`src/rtl/core/sbb_div.sv`:
```
// Iterative restoring divider: one quotient bit per cycle.
module sbb_div #(
   parameter int unsigned NUM_W = 14,
   parameter int unsigned DEN_W = 8
) (
   input  logic             clock,
   input  logic             reset,
   input  logic             start,
   input  logic [NUM_W-1:0] numer,
   input  logic [DEN_W-1:0] denom,
   output logic             done,
   output logic [NUM_W-1:0] quot
);

   localparam int unsigned CNT_W = $clog2(NUM_W + 1);

   logic [NUM_W-1:0] q_ff;
   logic [DEN_W:0]   rem_ff;
   logic [DEN_W-1:0] den_ff;
   logic [CNT_W-1:0] cnt_ff;
   logic             busy_ff;
   logic             done_ff;
   logic [DEN_W:0]   trial;
   logic             fits;

   always_comb begin
      trial = {rem_ff[DEN_W-1:0], q_ff[NUM_W-1]};
      fits  = trial >= {1'b0, den_ff};
   end

   always_ff @(posedge clock) begin
      if (reset) begin
         busy_ff <= 1'b0;
         done_ff <= 1'b0;
         cnt_ff  <= '0;
      end else begin
         done_ff <= 1'b0;
         if (start) begin
            busy_ff <= 1'b1;
            q_ff    <= numer;
            rem_ff  <= '0;
            den_ff  <= denom;
            cnt_ff  <= CNT_W'(NUM_W);
         end else if (busy_ff) begin
            rem_ff <= fits ? trial - {1'b0, den_ff} : trial;
            q_ff   <= {q_ff[NUM_W-2:0], fits};
            cnt_ff <= cnt_ff - 1'b1;
            if (cnt_ff == CNT_W'(1)) begin
               busy_ff <= 1'b0;
               done_ff <= 1'b1;
            end
         end
      end
   end

   assign done = done_ff;
   assign quot = q_ff;

endmodule

```
`config.mk`:
```
export PLATFORM = sky130hd
export DESIGN_NAME = sbb_div
export DESIGN_NICKNAME = d
export VERILOG_FILES = /design/src/rtl/core/sbb_div.sv
export SDC_FILE = /design/constraint.sdc
export NUM_CORES = 1
export LEC_CHECK = 0
export ABC_AREA = 0
export CORE_UTILIZATION = 67
export CTS_CLUSTER_DIAMETER = 60
export DETAILED_ROUTE_END_ITERATION = 16
export DONT_BUFFER_PORTS = 1
export PLACE_DENSITY = 0.92
export SYNTH_ARGS = -nofsm -noshare
export SYNTH_HDL_FRONTEND = slang
export SYNTH_SLANG_ARGS = --single-unit
```
`constraint.sdc`:
```
create_clock -name clock -period 4.2 [get_ports clock]
set_input_delay 0.21 -clock clock [delete_from_list [all_inputs] [get_ports clock]]
set_output_delay 0.21 -clock clock [all_outputs]
set_load 0.02 [all_outputs]
```
==> results of run 1 <==
## synth_stat cells (2+ instances only)
library cell   n  share of area (%)
or3_1          2               0.65
o21a_1         2               0.78
xnor2_1        3                1.4
clkbuf_1       3               0.59
o21ai_0        8                2.1
nor3_1         4                1.0
a211oi_1       3                1.2
edfxtp_1      30                 47
and3_1         2               0.65
ha_1          10                6.5
a21oi_1       13                3.4
mux2_2        14                8.2
dfxtp_1        6                6.3
nand3_1        7                1.8
o211ai_1       2               0.78
inv_1         14                2.7
nand2_1        3               0.59
nor3b_1        2               0.78
nor2_1         5               0.98
a21o_2         2               0.91
nor2b_1        2               0.65
## cell families after synthesis
family                   share of synthesized area [%]
multiplexers                                      8.73
flip-flops                                        53.2
adder cells (fa/ha/maj)                           7.56
AND/OR/NAND/NOR                                   9.06
AO/OA/AOI/OAI                                     16.1
XOR/XNOR                                          1.82
buffers and inverters                             3.58
## power by group through the flow
stage	Clock (mW)	Sequential (mW)	Combinational, mW
floorplan	0	0.452	0.133
global placement	0	0.456	0.151
detailed placement	0	0.457	0.159
CTS	0.203	0.449	0.168
global route	0.218	0.452	0.187
finish	0.200	0.449	0.169
## sequential cells by signal, summed over array words and instances (netlist names)
name     flops
rem_ff       8
den_ff       8
quot        14
cnt_ff       4
busy_ff      1
done         1
## worst max-delay path, cell delays in order (launching register included)
cell and delay [ns]:
edfxtp_1 0.52, inv_1 0.08, ha_1 0.24, fa_1 0.43, nor2b_1 0.18, o31a_1 0.20, mux2i_1 0.20, o22ai_1 0.11
a21oi_1 0.16
## layer usage
layer,part of all wire (%),up-vias,global-route usage [%]
met4,3.1,0,15.0
li1,-,620,-
met1,39,629,29.1
met2,52,43,46.1
met5,0,-,0
met3,5.4,11,8.43
## worst paths after layout
| kind | from | to | cells past startpoint |
|---|---|---|---|
| worst min register to register | busy_ff$_SDFF_PP0_ | done$_SDFF_PP0_ | 1 |
| worst min-delay path | start | rem_ff[3]$_SDFFCE_PP0P_ | 1 |
| worst max-delay path | quot[13]$_DFFE_PP_ | rem_ff[6]$_SDFFCE_PP0P_ | 8 |
| worst max register to register | quot[13]$_DFFE_PP_ | rem_ff[6]$_SDFFCE_PP0P_ | 8 |
## stage by stage
stage | worst slack (ns) | cell area [µm²] | hold slack (ns)
global route | 1.81 | 2110 | 0.0112
CTS | 1.95 | 2110 | 0.0214
floorplan | 2.04 | 1920 | 0.309
detailed placement | 2.00 | 1950 | 0.283
finish | 1.94 | 2110 | 0.0386
global placement | 2.06 | 1950 | 0.282
## final cells by class
class	instances	area, µm²
Clock buffer	7	55.1
Clock inverter	1	7.51
Fill cell	173	621
Inverter	14	52.6
Multi-Input combinational cell	104	831
Sequential cell	36	1020
Tap cell	31	38.8
Timing Repair Buffer	11	108
==> metrics.md, run 1 <==
| Metric | Value |
|---|---|
| Mapped Area | `roughly 0.0019 mm²` |
| Post-synthesis sequential area ratio | `a little over half` |
| Yosys warns | `0` |
| Synth Flop Type | `edfxtp_1` |
| Residual DRC | `0` |
| H-tree levels | `2` |
| Final setup violation count | `0` |
| Length of the first detailed-routing pass in iterations | `4` |
| Die Span X | `around 56 µm` |
| Maxcap violations | `0` |
| CP Data Required Time | `4.41 ns` |
| Crit path DAT | `between 2 and 2.5 ns` |
| Worst slew margin | `49.5%` |
| Postcts setup bufs | `0` |
| Core ar. | `0.00273 mm²` |
| Slew @ Worst Pin | `about 0.75 ns` |
| Final #Nets | `about 210` |
| CP startpoint kind | `register` |
| I/O Buffers | `0` |
| Int Power | `approximately 0.58 mW` |
| Largest net degree at the start of global routing | `26` |
| DP HPWL | `about 2700 µm` |
| Initial DRC count | `55` |
| Combinational Power Share | `just over 20%` |
| GP Congestion | `0.858` |
| Worst Hold Class | `primary input to register` |
| Final core utilization | `approximately 77%` |
| CP max FO | `3` |
| Total number of vias | `roughly 1300` |
| Total GRT Usage | `26.8%` |
| Maximum vdd drop | `around 0.42 mV` |
| Pwr Total | `a little over 0.8 mW` |
| Remaining antenna violation count | `0` |
| Initial antenna violation count | `0` |
| Crit path time final | `approximately 2.3 ns` |
| Most frequent cells in the layout | `30 x edfxtp_1, 14 x inv_1, 14 x mux2_2` |
| # resized after CTS | `0` |
| Worst Skew | `around 0.0035 ns` |
| Setup slack, reg-to-reg | `approximately 1.9 ns` |
| First-pass GRT wire length | `between 5000 and 6000 µm` |
| Commonest non-fill, non-tap cell in the layout | `edfxtp_1` |
| Number of global-route vias before repair | `roughly 1300` |
| P&R area growth vs syn | `10.0%` |
| Status | `finished, final reports clean` |
| Clock Latency Late Sink | `approximately 0.35 ns` |
| Wire per inst | `17.9 µm` |
| Row cnt | `19` |
| CTS buffer count | `5` |
| Period utilisation layout | `a little over half` |
| CTS tree | `done` |
| Reg power frac | `a little over half` |
| Ratio of cells with drive above 1 in the final layout | `roughly a fifth` |
| CTS root buf | `clkbuf_4` |
| Reg clk slew, reported paths | `approximately 0.11 ns` |
| Placed Instances | `between 150 and 200` |
| CP endpoint kind | `register` |
| Final Hold Vio Count | `0` |
| Drt total wl | `3660 µm` |
| Synthesized netlist net count | `194` |
| Library cells used by synthesis | `42` |
| Non-Filler Instances | `slightly above 200` |
| Clock buffer depth | `2` |
| Grt total ovfl | `0` |
| Syn_area_per_cell | `12.2 µm²` |
| F_max | `about 440 MHz` |
| # hold bufs at CTS | `10` |
| Max Transition Viols Final | `0` |
| Ant diodes | `0` |
| Sw Pwr | `0.237 mW` |
| Pwr Density | `approximately 390 mW/mm²` |
| Unrepaired setup endpoints after global routing | `false` |
| Sum Neg Setup Slack | `0 ns` |
| Vias/cell | `approximately 6.4` |
| Number of synthesized flops with an enable pin | `30` |
| Lkg Pwr | `roughly 0.8 nW` |
| Num ports | `40` |
| Clk pwr share | `about a quarter` |
| Area of the die | `approximately 0.0031 mm²` |
| Synth Instances | `158` |
| Post-synth ARST share | `0%` |
| Crit Path Class | `register to register` |
| CTS sink cnt | `36` |
| Starting Density | `about 70%` |
| Die span in y | `between 50 and 60 µm` |
| Number of synthesized register bits | `36` |
| Switch share | `29.0%` |
No activity file was read; power rests on OpenSTA's default activity.
==> run 2: changes to the inputs <==
Settings changed: CORE_UTILIZATION 67 to 62, PLACE_DENSITY 0.92 to 0.87.
Clock period 4.2 ns to 2.22 ns, I/O delays scaled along.
==> metrics.md, run 2 (synthesis gave the netlist of run 1 again) <==
| Metric | Value |
|---|---|
| Drt total wl | `4340 µm (was 3660 µm)` |
| Period utilisation layout | `97.6% (was 53.8%)` |
| Residual DRC | `2 (was 0)` |
| Remaining antenna violation count | `0 (unchanged)` |
| H-tree levels | `2 (unchanged)` |
| CP max FO | `7 (was 3)` |
| Reg2Reg Depth | `6 (was 8)` |
| Crit path DAT | `2.29 ns (was 2.47 ns)` |
| Placed Area | `0.00197 mm² (was 0.00195 mm²)` |
| Grt total ovfl | `0 (unchanged)` |
| Max Transition Viols Final | `0 (unchanged)` |
| F_max | `461 MHz (was 443 MHz)` |
| Maximum vdd drop | `0.492 mV (was 0.419 mV)` |
| Row cnt | `19 (unchanged)` |
| Starting Density | `67.3% (was 70.3%)` |
| Clock Latency Late Sink | `0.35 ns (about the same)` |
| Status | `complete, but fails checks (was finished, final reports clean)` |
| I/O Buffers | `0 (unchanged)` |
| Maxcap violations | `0 (unchanged)` |
| Num ports | `40 (unchanged)` |
| Length of the first detailed-routing pass in iterations | `11 (was 4)` |
| Reg clk slew, reported paths | `0.14 ns (was 0.11 ns)` |
| Vias/cell | `6.40 (was 6.39)` |
| Initial antenna violation count | `0 (unchanged)` |
| Final core utilization | `80.5% (was 77.3%)` |
| Highest-delay cell along the critical path | `edfxtp_1 (unchanged)` |
| Ratio of cells with drive above 1 in the final layout | `20.3% (was 19.1%)` |
| Final #Nets | `227 (was 208)` |
| Failing checks | `design-rule violations, negative hold slack` |
| Initial DRC count | `89 (was 55)` |
| Number of flip-flops in the largest register | `14 (unchanged)` |
| Fin worst setup slack | `0.0524 ns (was 1.94 ns)` |
| CP endpoint kind | `register (unchanged)` |
| Crit-path max cell delay | `0.43 ns (was 0.52 ns)` |
| First-pass GRT wire length | `6770 µm (was 5990 µm)` |
| Number of global-route vias before repair | `1471 (was 1339)` |
| Pwr Density | `691 mW/mm² (was 387 mW/mm²)` |
| Area of the die | `0.00332 mm² (was 0.00308 mm²)` |
| Clock buffer depth | `2 (unchanged)` |
| Critical path's top delay family | `compound AO/OA/AOI/OAI gates (was adder cells)` |
| Post-route cell area | `0.00230 mm² (was 0.00211 mm²)` |
| Most frequent cells in the layout | `30 x edfxtp_1, 25 x dlygate4sd3_1, 14 x inv_1, 14 x mux2_2, 13 x a21oi_1 (was 30 x edfxtp_1, 14 x inv_1, 14 x mux2_2)` |
| CTS tree | `done (unchanged)` |
| Final Hold Vio Count | `1 (was 0)` |
| GP Congestion | `0.843 (was 0.858)` |
| Final setup violation count | `0 (unchanged)` |
| Crit. path cell count | `6 (was 8)` |
| CP Data Required Time | `2.35 ns (was 4.41 ns)` |
| CTS sink cnt | `36 (unchanged)` |
| Sum Neg Setup Slack | `0 ns (unchanged)` |
| Fill count | `153 (was 173)` |
| Worst slew margin | `41.7% (was 49.5%)` |
| CTS buffer count | `5 (unchanged)` |
| Wire per inst | `19.5 µm (was 17.9 µm)` |
| Slew @ Worst Pin | `0.872 ns (was 0.755 ns)` |
| CP startpoint kind | `register (unchanged)` |
| Die span in y | `57.7 µm (was 55.5 µm)` |
| WHS | `-0.0219 ns (was 0.0386 ns)` |
| Commonest non-fill, non-tap cell in the layout | `edfxtp_1 (unchanged)` |
| CP Buf/Inv Count | `0 (was 1)` |
| Sequence of cells on the critical path | `ha_1 -> nor2b_1 -> o31ai_4 -> a21o_4 -> nand2_2 -> a211oi_1 (was inv_1 -> ha_1 -> fa_1 -> nor2b_1 -> o31a_1 -> mux2i_1 -> o22ai_1 -> a21oi_1)` |
| P&R area growth vs syn | `19.5% (was 10.0%)` |
| Worst Hold Class | `primary input to register (unchanged)` |
| Lkg Pwr | `0.861 nW (was 0.777 nW)` |
| Total number of vias | `1428 (was 1303)` |
| Crit Path Class | `register to register (unchanged)` |
| Ant diodes | `0 (unchanged)` |
| Worst Skew | `0.0285 ns (was 0.00349 ns)` |
| CTS root buf | `clkbuf_4 (unchanged)` |
| Worst slack at placement | `0.115 ns (was 2.00 ns)` |
| Total GRT Usage | `28.0% (was 26.8%)` |
| Largest net degree at the start of global routing | `23 (was 26)` |
| DP HPWL | `2610 µm (was 2650 µm)` |
| WHS Path Cells | `2 (was 1)` |
| Core ar. | `0.00285 mm² (was 0.00273 mm²)` |
| Crit path time final | `2.17 ns (was 2.26 ns)` |
| Die Span X | `57.7 µm (was 55.5 µm)` |
## run 2: layout make-up
class,instances,area (µm²),area share [%]
clock buffer,5,37.5,1.63
sequential,36,1020,44.5
multi-input combinational,104,840,36.6
timing repair buffer,30,288,12.5
tap,31,38.8,1.69
clock inverter,3,18.8,0.817
inverter,14,52.6,2.29
## run 2: timing repair
item | 4_1_cts | 5_1_grt
gates resized for setup | 0 | 3
hold endpoints to repair | 36 | 2
buffers inserted | 0 | 1
hold buffers | 24 | 1
endpoints found under the setup margin | 0 | 4
## run 2: path summary, 6_finish.rpt
kind	startpoint	end	slack, ns
worst min register to register	cnt_ff[1]$_SDFFE_PP0N_	cnt_ff[1]$_SDFFE_PP0N_	0.58
worst max register to register	rem_ff[0]$_SDFFCE_PP0P_	rem_ff[0]$_SDFFCE_PP0P_	0.05
worst max-delay path	rem_ff[0]$_SDFFCE_PP0P_	rem_ff[0]$_SDFFCE_PP0P_	0.05
worst min-delay path	start	busy_ff$_SDFF_PP0_	-0.02
## run 2: metal layers
metal	global-route usage [%]	vias to the layer above	routed length, µm
met5	0	-	0
met4	12.6	0	145
met3	8.26	17	315
met2	47.3	75	2230
met1	33.3	674	1650
li1	-	662	-
## run 2: worst register-to-register path, stage by stage (launching register included)
cell,delay (ns)
edfxtp_1,0.43
ha_1,0.35
nor2b_1,0.18
o31ai_4,0.38
a21o_4,0.23
nand2_2,0.08
a211oi_1,0.32
## run 2: power by group
| part | switching [mW] | total, mW | internal, mW | leakage [nW] |
|---|---|---|---|---|
| clock network | 0.235 | 0.357 | 0.122 | 0.0349 |
| registers | 0.0546 | 0.851 | 0.796 | 0.336 |
| logic | 0.203 | 0.379 | 0.176 | 0.490 |
## run 2: stage by stage
| step | cells | hold WS (ns) | total power [mW] |
|---|---|---|---|
| 2_1_floorplan | 158 | 0.210 | 1.11 |
| 5_1_grt | 223 | 0.00754 | 1.65 |
| 6_report | 223 | -0.0219 | 1.59 |
| 3_3_place_gp | 189 | 0.182 | 1.16 |
| 3_5_place_dp | 189 | 0.184 | 1.17 |
| 4_1_cts | 221 | 0.000640 | 1.54 |
